`src/design/pesr_pkg.sv`:
```
// ---------------------------------------------------------------------------
// pesr_pkg: shared constants and helpers for the equal-spacing resampler
// Widths, register indexes and the output saturation function.
// ---------------------------------------------------------------------------
`timescale 1ns / 1ps

package pesr_pkg;

    // points returned per input vertex at most
    localparam int MAX_POINTS_PER_VERTEX = 64;
    localparam int CNT_W   = $clog2(MAX_POINTS_PER_VERTEX + 1);

    localparam int COORD_W = 24;   // coordinates
    localparam int MAG_W   = 25;   // |difference| of two coordinates
    localparam int LEN_W   = 25;   // segment length
    localparam int PROD_W  = 50;   // shared multiplier product
    localparam int NUM_W   = 42;   // divider dividend / quotient
    localparam int Q_W     = 26;   // interpolation accumulators
    localparam int SP_W    = 16;   // spacing and carried distance
    localparam int EXT_W   = 28;   // point arithmetic before saturation

    // configuration register indexes
    localparam int CFG_IDX_W = 2;
    localparam logic [CFG_IDX_W-1:0] CFG_SPACING  = 2'd0;
    localparam logic [CFG_IDX_W-1:0] CFG_CENTRE_X = 2'd1;
    localparam logic [CFG_IDX_W-1:0] CFG_CENTRE_Y = 2'd2;

    localparam logic [SP_W-1:0] SPACING_RESET = 16'd5120;

    // clamp to the signed 24 bit range
    function automatic logic signed [COORD_W-1:0] sat24(input logic signed [EXT_W-1:0] v);
        logic signed [COORD_W-1:0] r;
        if (v < -28'sd8388608) begin
            r = 24'sh800000;
        end else if (v > 28'sd8388607) begin
            r = 24'sh7FFFFF;
        end else begin
            r = v[COORD_W-1:0];
        end
        return r;
    endfunction

endpackage

```
`src/design/pesr_if.sv`:
```
// ---------------------------------------------------------------------------
// pesr_vtx_if / pesr_smp_if: valid/ready channels of the resampler
// Vertex input channel and sample output channel.
// ---------------------------------------------------------------------------
`timescale 1ns / 1ps

interface pesr_vtx_if;
    logic                                   valid;
    logic                                   ready;
    logic signed [pesr_pkg::COORD_W-1:0]    vertex_x;
    logic signed [pesr_pkg::COORD_W-1:0]    vertex_y;
    logic                                   begins_figure;
    logic                                   closes_figure;

    modport source (output valid, vertex_x, vertex_y, begins_figure, closes_figure,
                    input ready);
    modport sink   (input valid, vertex_x, vertex_y, begins_figure, closes_figure,
                    output ready);
endinterface

interface pesr_smp_if;
    logic                                   valid;
    logic                                   ready;
    logic signed [pesr_pkg::COORD_W-1:0]    sample_x;
    logic signed [pesr_pkg::COORD_W-1:0]    sample_y;
    logic                                   final_of_run;
    logic                                   overflowed;

    modport source (output valid, sample_x, sample_y, final_of_run, overflowed,
                    input ready);
    modport sink   (input valid, sample_x, sample_y, final_of_run, overflowed,
                    output ready);
endinterface

```
`src/design/pesr_sqrt.sv`:
```
// ---------------------------------------------------------------------------
// pesr_sqrt: iterative integer square root
// Digit-by-digit floor square root, one root bit per cycle.
// ---------------------------------------------------------------------------
`timescale 1ns / 1ps

module pesr_sqrt (
    input  logic                          i_clk,
    input  logic                          i_rst_n,
    input  logic                          i_start,
    input  logic [pesr_pkg::PROD_W-1:0]   i_rad,
    output logic                          o_done,
    output logic [pesr_pkg::LEN_W-1:0]    o_root
);
    localparam int REM_W = pesr_pkg::LEN_W + 4;

    logic                          r_busy;
    logic                          r_done;
    logic [4:0]                    r_cnt;
    logic [pesr_pkg::PROD_W-1:0]   r_rad;
    logic [REM_W-1:0]              r_rem;
    logic [pesr_pkg::LEN_W-1:0]    r_root;

    logic [REM_W-1:0] rem_sh;
    logic [REM_W-1:0] trial;
    logic             ge;

    // one root bit: bring down two radicand bits, try 4*root+1
    assign rem_sh = {r_rem[REM_W-3:0], r_rad[pesr_pkg::PROD_W-1 -: 2]};
    assign trial  = {2'b00, r_root, 2'b01};
    assign ge     = (rem_sh >= trial);

    always_ff @(posedge i_clk) begin
        if (!i_rst_n) begin
            r_busy <= 1'b0;
            r_done <= 1'b0;
            r_cnt  <= '0;
        end else begin
            r_done <= 1'b0;
            if (i_start) begin
                r_busy <= 1'b1;
                r_cnt  <= 5'(pesr_pkg::LEN_W - 1);
                r_rad  <= i_rad;
                r_rem  <= '0;
                r_root <= '0;
            end else if (r_busy) begin
                r_rad  <= {r_rad[pesr_pkg::PROD_W-3:0], 2'b00};
                r_rem  <= ge ? (rem_sh - trial) : rem_sh;
                r_root <= {r_root[pesr_pkg::LEN_W-2:0], ge};
                if (r_cnt == 5'd0) begin
                    r_busy <= 1'b0;
                    r_done <= 1'b1;
                end else begin
                    r_cnt <= r_cnt - 5'd1;
                end
            end
        end
    end

    assign o_done = r_done;
    assign o_root = r_root;

endmodule

```
`src/design/pesr_div.sv`:
```
// ---------------------------------------------------------------------------
// pesr_div: iterative restoring divider
// Unsigned divide, one quotient bit per cycle, shared by the sequencer.
// ---------------------------------------------------------------------------
`timescale 1ns / 1ps

module pesr_div (
    input  logic                          i_clk,
    input  logic                          i_rst_n,
    input  logic                          i_start,
    input  logic [pesr_pkg::NUM_W-1:0]    i_num,
    input  logic [pesr_pkg::LEN_W-1:0]    i_den,
    output logic                          o_done,
    output logic [pesr_pkg::NUM_W-1:0]    o_quot,
    output logic [pesr_pkg::LEN_W-1:0]    o_rem
);
    logic                          r_busy;
    logic                          r_done;
    logic [5:0]                    r_cnt;
    logic [pesr_pkg::NUM_W-1:0]    r_q;
    logic [pesr_pkg::LEN_W-1:0]    r_rem;
    logic [pesr_pkg::LEN_W-1:0]    r_den;

    logic [pesr_pkg::LEN_W:0] sh;
    logic [pesr_pkg::LEN_W:0] diff;
    logic                     ge;

    // shift in the next dividend bit and try a subtract
    assign sh   = {r_rem, r_q[pesr_pkg::NUM_W-1]};
    assign ge   = (sh >= {1'b0, r_den});
    assign diff = sh - {1'b0, r_den};

    always_ff @(posedge i_clk) begin
        if (!i_rst_n) begin
            r_busy <= 1'b0;
            r_done <= 1'b0;
            r_cnt  <= '0;
        end else begin
            r_done <= 1'b0;
            if (i_start) begin
                r_busy <= 1'b1;
                r_cnt  <= 6'(pesr_pkg::NUM_W - 1);
                r_q    <= i_num;
                r_rem  <= '0;
                r_den  <= i_den;
            end else if (r_busy) begin
                r_q   <= {r_q[pesr_pkg::NUM_W-2:0], ge};
                r_rem <= ge ? diff[pesr_pkg::LEN_W-1:0] : sh[pesr_pkg::LEN_W-1:0];
                if (r_cnt == 6'd0) begin
                    r_busy <= 1'b0;
                    r_done <= 1'b1;
                end else begin
                    r_cnt <= r_cnt - 6'd1;
                end
            end
        end
    end

    assign o_done = r_done;
    assign o_quot = r_q;
    assign o_rem  = r_rem;

endmodule

```
`src/design/polyline_equal_spacing_resampler.sv`:
```
// Timing: a figure-start vertex passes S_BEGIN_CLOSE and S_FINISH; each walked
// segment runs a square root and five divisions in the shared divider, with
// multiplier waits, and then emits its points.
// Throughput: one vertex at a time; input ready only while the sequencer idles.
// Reset: synchronous active-low; clears state, spacing 5120, centre zero.
// ---------------------------------------------------------------------------
// polyline_equal_spacing_resampler: arc-length resampler of outline figures
// Walks each segment and emits points at equal arc-length spacing, offset by
// the configured centre, with a last-point and a dropped-points flag.
// ---------------------------------------------------------------------------
`timescale 1ns / 1ps

module polyline_equal_spacing_resampler (
    input  logic                              i_clk,
    input  logic                              i_rst_n,
    input  logic                              i_cfg_we,
    input  logic [pesr_pkg::CFG_IDX_W-1:0]    i_cfg_idx,
    input  logic [pesr_pkg::COORD_W-1:0]      i_cfg_data,
    pesr_vtx_if.sink                          i_vtx,
    pesr_smp_if.source                        o_smp
);
    typedef enum logic [4:0] {
        S_IDLE, S_BEGIN_CLOSE, S_SEG_D, S_SQ1, S_SQ2, S_SQ3, S_SQ4,
        S_SQRT, S_SQRT_W, S_LEN, S_CNT_W, S_COEF_MUL, S_COEF_MW,
        S_COEF_DIV, S_COEF_DW, S_EMIT, S_SEG_END, S_FINISH
    } t_state;

    localparam int CW = pesr_pkg::COORD_W;
    localparam int QW = pesr_pkg::Q_W;
    localparam int EW = pesr_pkg::EXT_W;

    t_state r_state;

    // configuration
    logic [pesr_pkg::SP_W-1:0]  r_spacing;
    logic signed [CW-1:0]       r_centre_x, r_centre_y;

    // walk state
    logic signed [CW-1:0]       r_prev_x, r_prev_y, r_first_x, r_first_y;
    logic signed [CW-1:0]       r_tgt_x, r_tgt_y;
    logic [pesr_pkg::SP_W-1:0]  r_carry;
    logic                       r_closes, r_in_close;

    // segment arithmetic
    logic                          r_neg_x, r_neg_y;
    logic [pesr_pkg::MAG_W-1:0]    r_mx, r_my;
    logic [pesr_pkg::MAG_W-1:0]    r_ma, r_mb;
    logic [pesr_pkg::PROD_W-1:0]   r_prod, r_sum;
    logic [pesr_pkg::LEN_W-1:0]    r_len;
    logic [pesr_pkg::SP_W-1:0]     r_pos;
    logic                          r_axis, r_phase;
    logic [QW-1:0]                 r_qx, r_rx, r_inc_qx, r_inc_rx;
    logic [QW-1:0]                 r_qy, r_ry, r_inc_qy, r_inc_ry;
    logic [QW-1:0]                 r_left;
    logic [pesr_pkg::CNT_W-1:0]    r_cnt;
    logic                          r_dropped;

    // one pending point, so the last one of a run can be flagged
    logic                          r_pend_v;
    logic signed [CW-1:0]          r_pend_x, r_pend_y;

    // output register
    logic                          r_out_valid, r_out_final, r_out_ovf;
    logic signed [CW-1:0]          r_out_x, r_out_y;

    // shared units
    logic                          sqrt_start, sqrt_done;
    logic [pesr_pkg::LEN_W-1:0]    sqrt_root;
    logic                          div_start, div_done;
    logic [pesr_pkg::NUM_W-1:0]    div_num, div_quot;
    logic [pesr_pkg::LEN_W-1:0]    div_den, div_rem;

    logic [pesr_pkg::SP_W-1:0]     sp_eff, pos_c;
    logic signed [pesr_pkg::MAG_W-1:0] dx_c, dy_c;
    logic                          out_free;
    logic                          out_load;
    logic [pesr_pkg::CNT_W-1:0]    room;
    logic [QW-1:0]                 n_c;
    logic signed [EW-1:0]          ox_c, oy_c;
    logic signed [CW-1:0]          pt_x, pt_y, bx_c, by_c;
    logic [QW-1:0]                 rsx, rsy, nrx, nry, nqx, nqy;

    assign sp_eff   = (r_spacing == '0) ? 16'd1 : r_spacing;
    assign pos_c    = (sp_eff > r_carry) ? (sp_eff - r_carry) : '0;
    assign dx_c     = {r_tgt_x[CW-1], r_tgt_x} - {r_prev_x[CW-1], r_prev_x};
    assign dy_c     = {r_tgt_y[CW-1], r_tgt_y} - {r_prev_y[CW-1], r_prev_y};
    assign out_free = !r_out_valid || o_smp.ready;
    assign room     = pesr_pkg::CNT_W'(pesr_pkg::MAX_POINTS_PER_VERTEX) - r_cnt;
    assign n_c      = {1'b0, div_quot[QW-2:0]} + QW'(1);

    // held point moves to the output register this cycle
    assign out_load = out_free && r_pend_v &&
                      (((r_state == S_EMIT) && (r_left != '0) &&
                        (r_cnt < pesr_pkg::CNT_W'(pesr_pkg::MAX_POINTS_PER_VERTEX)))
                       || (r_state == S_FINISH));

    // point on the segment, centred and clamped
    assign ox_c = EW'(r_prev_x) + (r_neg_x ? -EW'(r_qx) : EW'(r_qx)) - EW'(r_centre_x);
    assign oy_c = EW'(r_prev_y) + (r_neg_y ? -EW'(r_qy) : EW'(r_qy)) - EW'(r_centre_y);
    assign pt_x = pesr_pkg::sat24(ox_c);
    assign pt_y = pesr_pkg::sat24(oy_c);
    assign bx_c = pesr_pkg::sat24(EW'(i_vtx.vertex_x) - EW'(r_centre_x));
    assign by_c = pesr_pkg::sat24(EW'(i_vtx.vertex_y) - EW'(r_centre_y));

    // step to the next point: quotient plus increment, remainder wrap at len
    assign rsx = r_rx + r_inc_rx;
    assign rsy = r_ry + r_inc_ry;
    assign nrx = (rsx >= QW'(r_len)) ? rsx - QW'(r_len) : rsx;
    assign nry = (rsy >= QW'(r_len)) ? rsy - QW'(r_len) : rsy;
    assign nqx = r_qx + r_inc_qx + QW'(rsx >= QW'(r_len));
    assign nqy = r_qy + r_inc_qy + QW'(rsy >= QW'(r_len));

    // shared unit control
    assign sqrt_start = (r_state == S_SQRT);
    assign div_start  = ((r_state == S_LEN) && (QW'(pos_c) <= QW'(r_len)))
                        || (r_state == S_COEF_DIV);
    always_comb begin
        if (r_state == S_LEN) begin
            div_num = pesr_pkg::NUM_W'(r_len - pesr_pkg::LEN_W'(pos_c));
            div_den = pesr_pkg::LEN_W'(sp_eff);
        end else begin
            div_num = r_prod[pesr_pkg::NUM_W-1:0]
                      + (r_phase ? '0 : pesr_pkg::NUM_W'(r_len[pesr_pkg::LEN_W-1:1]));
            div_den = r_len;
        end
    end

    pesr_sqrt u_sqrt (
        .i_clk   (i_clk),
        .i_rst_n (i_rst_n),
        .i_start (sqrt_start),
        .i_rad   (r_sum),
        .o_done  (sqrt_done),
        .o_root  (sqrt_root)
    );

    pesr_div u_div (
        .i_clk   (i_clk),
        .i_rst_n (i_rst_n),
        .i_start (div_start),
        .i_num   (div_num),
        .i_den   (div_den),
        .o_done  (div_done),
        .o_quot  (div_quot),
        .o_rem   (div_rem)
    );

    // shared multiplier, registered
    always_ff @(posedge i_clk) begin
        r_prod <= r_ma * r_mb;
    end

    // sequencer, configuration and output register
    always_ff @(posedge i_clk) begin
        if (!i_rst_n) begin
            r_state     <= S_IDLE;
            r_spacing   <= pesr_pkg::SPACING_RESET;
            r_centre_x  <= '0;
            r_centre_y  <= '0;
            r_prev_x    <= '0;
            r_prev_y    <= '0;
            r_first_x   <= '0;
            r_first_y   <= '0;
            r_carry     <= '0;
            r_pend_v    <= 1'b0;
            r_out_valid <= 1'b0;
        end else begin
            if (i_cfg_we) begin
                case (i_cfg_idx)
                    pesr_pkg::CFG_SPACING:  r_spacing  <= i_cfg_data[pesr_pkg::SP_W-1:0];
                    pesr_pkg::CFG_CENTRE_X: r_centre_x <= i_cfg_data;
                    pesr_pkg::CFG_CENTRE_Y: r_centre_y <= i_cfg_data;
                    default: ;
                endcase
            end

            if (out_load) begin
                r_out_valid <= 1'b1;
            end else if (r_out_valid && o_smp.ready) begin
                r_out_valid <= 1'b0;
            end

            case (r_state)
                S_IDLE: begin
                    if (i_vtx.valid) begin
                        r_closes   <= i_vtx.closes_figure;
                        r_in_close <= 1'b0;
                        r_dropped  <= 1'b0;
                        r_tgt_x    <= i_vtx.vertex_x;
                        r_tgt_y    <= i_vtx.vertex_y;
                        if (i_vtx.begins_figure) begin
                            r_first_x <= i_vtx.vertex_x;
                            r_first_y <= i_vtx.vertex_y;
                            r_prev_x  <= i_vtx.vertex_x;
                            r_prev_y  <= i_vtx.vertex_y;
                            r_carry   <= '0;
                            r_pend_v  <= 1'b1;
                            r_pend_x  <= bx_c;
                            r_pend_y  <= by_c;
                            r_cnt     <= pesr_pkg::CNT_W'(1);
                            r_state   <= S_BEGIN_CLOSE;
                        end else begin
                            r_cnt   <= '0;
                            r_state <= S_SEG_D;
                        end
                    end
                end
                // a start vertex walks no segment, even if it also closes the figure
                S_BEGIN_CLOSE: begin
                    r_state <= S_FINISH;
                end
                S_SEG_D: begin
                    r_neg_x <= dx_c[pesr_pkg::MAG_W-1];
                    r_neg_y <= dy_c[pesr_pkg::MAG_W-1];
                    r_mx    <= dx_c[pesr_pkg::MAG_W-1] ? -dx_c : dx_c;
                    r_my    <= dy_c[pesr_pkg::MAG_W-1] ? -dy_c : dy_c;
                    r_state <= S_SQ1;
                end
                S_SQ1: begin
                    r_ma    <= r_mx;
                    r_mb    <= r_mx;
                    r_state <= S_SQ2;
                end
                S_SQ2: begin
                    r_ma    <= r_my;
                    r_mb    <= r_my;
                    r_state <= S_SQ3;
                end
                S_SQ3: begin
                    r_sum   <= r_prod;
                    r_state <= S_SQ4;
                end
                S_SQ4: begin
                    r_sum   <= r_sum + r_prod;
                    r_state <= S_SQRT;
                end
                S_SQRT: begin
                    r_state <= S_SQRT_W;
                end
                S_SQRT_W: begin
                    if (sqrt_done) begin
                        r_len <= sqrt_root;
                        if (sqrt_root == '0) begin
                            r_state <= S_SEG_END;
                        end else begin
                            r_state <= S_LEN;
                        end
                    end
                end
                // first point position; short segments only add to the carry
                S_LEN: begin
                    r_pos <= pos_c;
                    if (QW'(pos_c) > QW'(r_len)) begin
                        r_carry <= r_carry + r_len[pesr_pkg::SP_W-1:0];
                        r_state <= S_SEG_END;
                    end else begin
                        r_state <= S_CNT_W;
                    end
                end
                S_CNT_W: begin
                    if (div_done) begin
                        r_left  <= n_c;
                        r_carry <= div_rem[pesr_pkg::SP_W-1:0];
                        if (n_c > QW'(room)) begin
                            r_dropped <= 1'b1;
                        end
                        r_axis  <= 1'b0;
                        r_phase <= 1'b0;
                        r_state <= S_COEF_MUL;
                    end
                end
                // start quotients and per-point increments for each axis
                S_COEF_MUL: begin
                    r_ma    <= r_axis ? r_my : r_mx;
                    r_mb    <= r_phase ? pesr_pkg::MAG_W'(sp_eff)
                                       : pesr_pkg::MAG_W'(r_pos);
                    r_state <= S_COEF_MW;
                end
                S_COEF_MW: begin
                    r_state <= S_COEF_DIV;
                end
                S_COEF_DIV: begin
                    r_state <= S_COEF_DW;
                end
                S_COEF_DW: begin
                    if (div_done) begin
                        case ({r_axis, r_phase})
                            2'b00: begin
                                r_qx <= div_quot[QW-1:0];
                                r_rx <= QW'(div_rem);
                            end
                            2'b01: begin
                                r_inc_qx <= div_quot[QW-1:0];
                                r_inc_rx <= QW'(div_rem);
                            end
                            2'b10: begin
                                r_qy <= div_quot[QW-1:0];
                                r_ry <= QW'(div_rem);
                            end
                            default: begin
                                r_inc_qy <= div_quot[QW-1:0];
                                r_inc_ry <= QW'(div_rem);
                            end
                        endcase
                        if (r_axis && r_phase) begin
                            r_state <= S_EMIT;
                        end else begin
                            r_axis  <= r_axis ^ r_phase;
                            r_phase <= !r_phase;
                            r_state <= S_COEF_MUL;
                        end
                    end
                end
                // one point per cycle while the output side keeps up
                S_EMIT: begin
                    if ((r_left != '0) &&
                        (r_cnt < pesr_pkg::CNT_W'(pesr_pkg::MAX_POINTS_PER_VERTEX))) begin
                        if (!r_pend_v || out_free) begin
                            if (r_pend_v) begin
                                r_out_x     <= r_pend_x;
                                r_out_y     <= r_pend_y;
                                r_out_final <= 1'b0;
                                r_out_ovf   <= 1'b0;
                            end
                            r_pend_v <= 1'b1;
                            r_pend_x <= pt_x;
                            r_pend_y <= pt_y;
                            r_qx     <= nqx;
                            r_rx     <= nrx;
                            r_qy     <= nqy;
                            r_ry     <= nry;
                            r_left   <= r_left - QW'(1);
                            r_cnt    <= r_cnt + pesr_pkg::CNT_W'(1);
                        end
                    end else begin
                        r_state <= S_SEG_END;
                    end
                end
                S_SEG_END: begin
                    r_prev_x <= r_tgt_x;
                    r_prev_y <= r_tgt_y;
                    if (r_closes && !r_in_close) begin
                        r_in_close <= 1'b1;
                        r_tgt_x    <= r_first_x;
                        r_tgt_y    <= r_first_y;
                        r_state    <= S_SEG_D;
                    end else begin
                        r_state <= S_FINISH;
                    end
                end
                // flush the held point as the last of the run
                S_FINISH: begin
                    if (!r_pend_v) begin
                        r_state <= S_IDLE;
                    end else if (out_free) begin
                        r_out_x     <= r_pend_x;
                        r_out_y     <= r_pend_y;
                        r_out_final <= 1'b1;
                        r_out_ovf   <= r_dropped;
                        r_pend_v    <= 1'b0;
                        r_state     <= S_IDLE;
                    end
                end
                default: r_state <= S_IDLE;
            endcase
        end
    end

    assign i_vtx.ready        = (r_state == S_IDLE);
    assign o_smp.valid        = r_out_valid;
    assign o_smp.sample_x     = r_out_x;
    assign o_smp.sample_y     = r_out_y;
    assign o_smp.final_of_run = r_out_final;
    assign o_smp.overflowed   = r_out_ovf;

endmodule

```
`src/flat_wrapper.sv`:
```
// flat-port wrapper written by rule: the top's interface ports become plain ports
module polyline_equal_spacing_resampler_flat 
  (i_clk, i_rst_n, i_cfg_we, i_cfg_idx, i_cfg_data, i_vtx_valid, i_vtx_vertex_x, i_vtx_vertex_y, i_vtx_begins_figure, i_vtx_closes_figure, i_vtx_ready, o_smp_valid, o_smp_sample_x, o_smp_sample_y, o_smp_final_of_run, o_smp_overflowed, o_smp_ready);
  pesr_vtx_if i_vtx_i ();
  pesr_smp_if o_smp_i ();
  input  logic i_clk;
  input  logic i_rst_n;
  input  logic i_cfg_we;
  input  logic [pesr_pkg::CFG_IDX_W-1:0] i_cfg_idx;
  input  logic [pesr_pkg::COORD_W-1:0] i_cfg_data;
  input wire logic [$bits(i_vtx_i.valid)-1:0] i_vtx_valid;
  input wire logic [$bits(i_vtx_i.vertex_x)-1:0] i_vtx_vertex_x;
  input wire logic [$bits(i_vtx_i.vertex_y)-1:0] i_vtx_vertex_y;
  input wire logic [$bits(i_vtx_i.begins_figure)-1:0] i_vtx_begins_figure;
  input wire logic [$bits(i_vtx_i.closes_figure)-1:0] i_vtx_closes_figure;
  output wire logic [$bits(i_vtx_i.ready)-1:0] i_vtx_ready;
  output wire logic [$bits(o_smp_i.valid)-1:0] o_smp_valid;
  output wire logic [$bits(o_smp_i.sample_x)-1:0] o_smp_sample_x;
  output wire logic [$bits(o_smp_i.sample_y)-1:0] o_smp_sample_y;
  output wire logic [$bits(o_smp_i.final_of_run)-1:0] o_smp_final_of_run;
  output wire logic [$bits(o_smp_i.overflowed)-1:0] o_smp_overflowed;
  input wire logic [$bits(o_smp_i.ready)-1:0] o_smp_ready;
  assign i_vtx_i.valid = i_vtx_valid;
  assign i_vtx_i.vertex_x = i_vtx_vertex_x;
  assign i_vtx_i.vertex_y = i_vtx_vertex_y;
  assign i_vtx_i.begins_figure = i_vtx_begins_figure;
  assign i_vtx_i.closes_figure = i_vtx_closes_figure;
  assign i_vtx_ready = i_vtx_i.ready;
  assign o_smp_valid = o_smp_i.valid;
  assign o_smp_sample_x = o_smp_i.sample_x;
  assign o_smp_sample_y = o_smp_i.sample_y;
  assign o_smp_final_of_run = o_smp_i.final_of_run;
  assign o_smp_overflowed = o_smp_i.overflowed;
  assign o_smp_i.ready = o_smp_ready;
  polyline_equal_spacing_resampler u_core (.i_clk(i_clk), .i_rst_n(i_rst_n), .i_cfg_we(i_cfg_we), .i_cfg_idx(i_cfg_idx), .i_cfg_data(i_cfg_data), .i_vtx(i_vtx_i), .o_smp(o_smp_i));
endmodule
```
`config.mk`:
```
export PLATFORM = sky130hd
export DESIGN_NAME = polyline_equal_spacing_resampler_flat
export DESIGN_NICKNAME = d
export VERILOG_FILES = /design/src/design/pesr_pkg.sv /design/src/design/pesr_if.sv /design/src/design/pesr_sqrt.sv /design/src/design/pesr_div.sv /design/src/design/polyline_equal_spacing_resampler.sv /design/src/flat_wrapper.sv
export SDC_FILE = /design/constraint.sdc
export NUM_CORES = 2
export LEC_CHECK = 0
export BUFFER_PORTS_ARGS = -buffer_cell sky130_fd_sc_hd__buf_2
export CAP_MARGIN = 10
export CORE_MARGIN = 1
export CORE_UTILIZATION = 55
export DETAILED_ROUTE_END_ITERATION = 6
export GPL_TIMING_DRIVEN = 0
export MAX_ROUTING_LAYER = met4
export PLACE_DENSITY = 0.72
export RECOVER_POWER = 100
export SYNTH_ARGS = -nofsm -noshare
export SYNTH_HDL_FRONTEND = slang
export SYNTH_HIERARCHICAL = 1
export SYNTH_SLANG_ARGS = --single-unit
```
`constraint.sdc`:
```
create_clock -name i_clk -period 19.65 [get_ports i_clk]
set_input_delay 1.965 -clock i_clk [delete_from_list [all_inputs] [get_ports i_clk]]
set_output_delay 1.965 -clock i_clk [all_outputs]
set_load 0.05 [all_outputs]
```
==> impl_metrics.csv <==
group,metric,value,unit
logic_synthesis,synth_top_family_by_area,"adder cells",
sta,min_period,13.29,ns
sta,fin_tns_setup,0,ns
clocking,cts_tree,"done",
sta,slew-limit-headroom,-1.27,
critical_path,r2r-start,"u_core/r_spacing[8]$_SDFFE_PN0P_",
logic_synthesis,synth-warning-count,6,
global_routing,grt-ovfl-total,0,
cells_and_area,final_area,94700,µm²
logic_synthesis,ys_ff_latch,1025,
sta,worst_slack,6.36,ns
placed_design,placed_cells,11600,
sta,setup_violations,0,
floorplanning,die_h,401,µm
critical_path,crit_path_end_kind,"flip-flop",
clocking,h-tree-depth,3,
run,maxCapViolCount,16,
clocking,cts_made_buffers,113,
sta,hold_viol_final,0,
clocking,ctsRootBufferMaster,"clkbuf_16",
placed_design,dp_slack,9.13,ns
global_routing,grt_max_degree,63,
floorplanning,initial_core_util,0.557,
floorplanning,core-area,157000,µm²
sta,finalMaxSlewViolations,435,
global_routing,grt_pass1_vias,70500,
logic_synthesis,synth_mux_area_frac,0.0228,
sta,worst_pin_slew,3.40,ns
global_routing,track_usage,0.369,
logic_synthesis,netlist_instances,9370,
detailed_routing,drtPass1Iterations,7,
run_status,status,"complete, but fails checks",
logic_synthesis,synth_compound_area_frac,0.144,
logic_synthesis,yosysUniqueCellTypes,97,
logic_synthesis,synth-edff-count,777,
sta,clock_skew,0.0887,ns
logic_synthesis,synth-simple-area-share,0.153,
sta,fmax,0.0753,GHz
detailed_routing,drc_errors,1,
critical_path,slowest_delay,1.70,ns
floorplanning,fp.dieW,401,µm
cells_and_area,drive_gt1_frac,0.0418,
critical_path,slowest_stage,"clkbuf_1",
floorplanning,rows,145,
critical_path,cp.required,19.99,ns
detailed_routing,vias_per_cell,6.11,
clocking,cts_resized,0,
logic_synthesis,synth-main-ff-cell,"edfxtp_1",
run_status,violations,"DRC, capacitance limit, slew limit",
cells_and_area,nets,11000,
placed_design,port_buffers,132,
critical_path,crit_type,"flip-flop to flip-flop",
clocking,cts_buffer_depth,3,
clocking,cts_setup_buffers,0,
worst_hold_path,hold_class,"flip-flop to flip-flop",
logic_synthesis,syn_nets,10700,
clocking,clk_latency,0.78,ns
critical_path,startpoint,"u_core/r_spacing[8]$_SDFFE_PN0P_",
placed_design,placed_area,91300,µm²
detailed_routing,drtIter0Drc,7465,
cells_and_area,area_growth_syn_to_layout,8.33,%
global_routing,grt_pass1_wl,434000,µm
detailed_routing,vias,72200,
critical_path,cp-start-kind,"flip-flop",
logic_synthesis,syn_area,87500,µm²
clocking,cts_hold_buf,0,
critical_path,cp_max_fo,39,
logic_synthesis,async_reset_ff_frac,0,
sta,finalCritPeriodShare,0.676,
logic_synthesis,syn_avg_cell_area,9.33,µm²
worst_hold_path,worstHoldStart,"u_core/r_pend_x[22]$_DFFE_PP_",
detailed_routing,postRouteAntennaNets,0,
sta,rsz0062_at_grt,"false",
cells_and_area,instances_no_fill,11800,
detailed_routing,wl_per_cell,24.7,µm
logic_synthesis,synth_xor_area_frac,0.0615,
clocking,cts_sinks,1025,
critical_path,crit_arrival,13.63,ns
global_routing,antenna_found_initial,19,
detailed_routing,wirelength,292000,µm
clocking,clkTransAtPathRegs,0.07,ns
cells_and_area,fill_cells,13600,
logic_synthesis,yosysSeqAreaShare,0.324,
floorplanning,num_io_pins,133,
placed_design,dp_hpwl,234000,µm
placed_design,place.gp.congestion,1.07,
logic_synthesis,synth_fa_ha_area_frac,0.234,
floorplanning,dieArea,161000,µm²
## cell type report
cell class / instances / area, µm² / share of cell area
Multi-Input combinational cell: 6941 / 53800 / 0.568
Antenna cell: 12 / 30.0 / 0.000317
Sequential cell: 1025 / 28300 / 0.299
Buffer: 369 / 1420 / 0.0150
Timing Repair Buffer: 164 / 711 / 0.00750
Clock buffer: 152 / 3300 / 0.0349
Inverter: 1035 / 3880 / 0.0410
Clock inverter: 62 / 686 / 0.00724
Tap cell: 2058 / 2570 / 0.0272
## flip-flops by register name (all words and copies together), names as in the netlist, 27 cells and up
register             cells
u_core/r_sum            50
u_core/u_div/o_quot     42
u_core/u_sqrt/r_rad     50
u_core/r_prod           50
u_core/u_sqrt/r_rem     27
## per-layer routing
layer	GRT usage	share of wire	vias up
li1	-	-	32700
met1	0.468	0.40	35400
met2	0.571	0.45	3291
met3	0.0548	0.083	768
met4	0.194	0.064	0
met5	-	0	-
## worst max-delay path: cells and delay by family (launching register included)
kind	cells	cell delay, ns
AND/OR/NAND/NOR	4	0.61
AO/OA/AOI/OAI	22	6.71
adder cells (fa/ha/maj)	3	1.18
buffers and inverters	5	3.48
flip-flops	1	0.75
## kinds of logic (layout without fill, tap and decap cells)
kind of cell | after synthesis | in the layout
compound gates | 1997 | 1997
xor+xnor | 614 | 614
fa+ha+maj | 1280 | 1280
buf+inv | 1404 | 1782
flops | 1025 | 1025
mux | 184 | 184
other cells | 0 | 12
simple gates | 2866 | 2866
## cells in the mapped netlist (75+ instances only)
cell	instances	area share
a31oi_1	93	0.0067
nor2b_1	85	0.0061
a21o_1	222	0.019
nand3_1	125	0.0072
clkbuf_1	340	0.015
a21oi_1	540	0.031
o21ai_0	223	0.013
inv_1	1026	0.044
mux2_2	100	0.013
dfxtp_1	248	0.057
fa_1	598	0.14
o21bai_1	78	0.0067
o21ai_1	289	0.017
nor3_1	135	0.0077
edfxtp_1	777	0.27
xor2_1	256	0.026
nand2_1	1252	0.054
nor2_1	523	0.022
ha_1	682	0.098
xnor2_1	358	0.036
and2_1	364	0.026
o21a_1	81	0.0070
a211oi_1	75	0.0064
## through the flow
step           hold WS (ns)   util
3_3_place_gp          0.402  0.577
6_report              0.414  0.603
5_1_grt               0.424  0.603
4_1_cts               0.416  0.606
3_5_place_dp          0.405  0.581
2_1_floorplan         0.400      -
## final timing paths
path,end,slack (ns),depth (start not counted)
worst max register to register,u_core/u_div/o_quot[0]$_DFFE_PP_,6.36,34
worst min-delay path,u_core/o_smp.sample_x[22]$_DFFE_PP_,0.41,0
worst min register to register,u_core/o_smp.sample_x[22]$_DFFE_PP_,0.41,0
worst max-delay path,u_core/u_div/o_quot[0]$_DFFE_PP_,6.36,34
## cells in the final DEF, fill, tap and decap left out, drive strengths merged, types with 125 or more instances in the layout
| cell type | Yosys | layout |
|---|---|---|
| fa | 598 | 598 |
| nor3 | 135 | 135 |
| xnor2 | 358 | 358 |
| nor2 | 523 | 523 |
| nand3 | 125 | 125 |
| clkbuf | 340 | 591 |
| o21ai | 515 | 515 |
| edfxtp | 777 | 777 |
| a21oi | 542 | 542 |
| ha | 682 | 682 |
| dfxtp | 248 | 248 |
| a21o | 222 | 222 |
| nand2 | 1252 | 1252 |
| inv | 1033 | 1042 |
| and2 | 365 | 365 |
| xor2 | 256 | 256 |
Power is not shown: default switching activity piles up to over one toggle a cycle in this logic, so the estimate is an artifact.
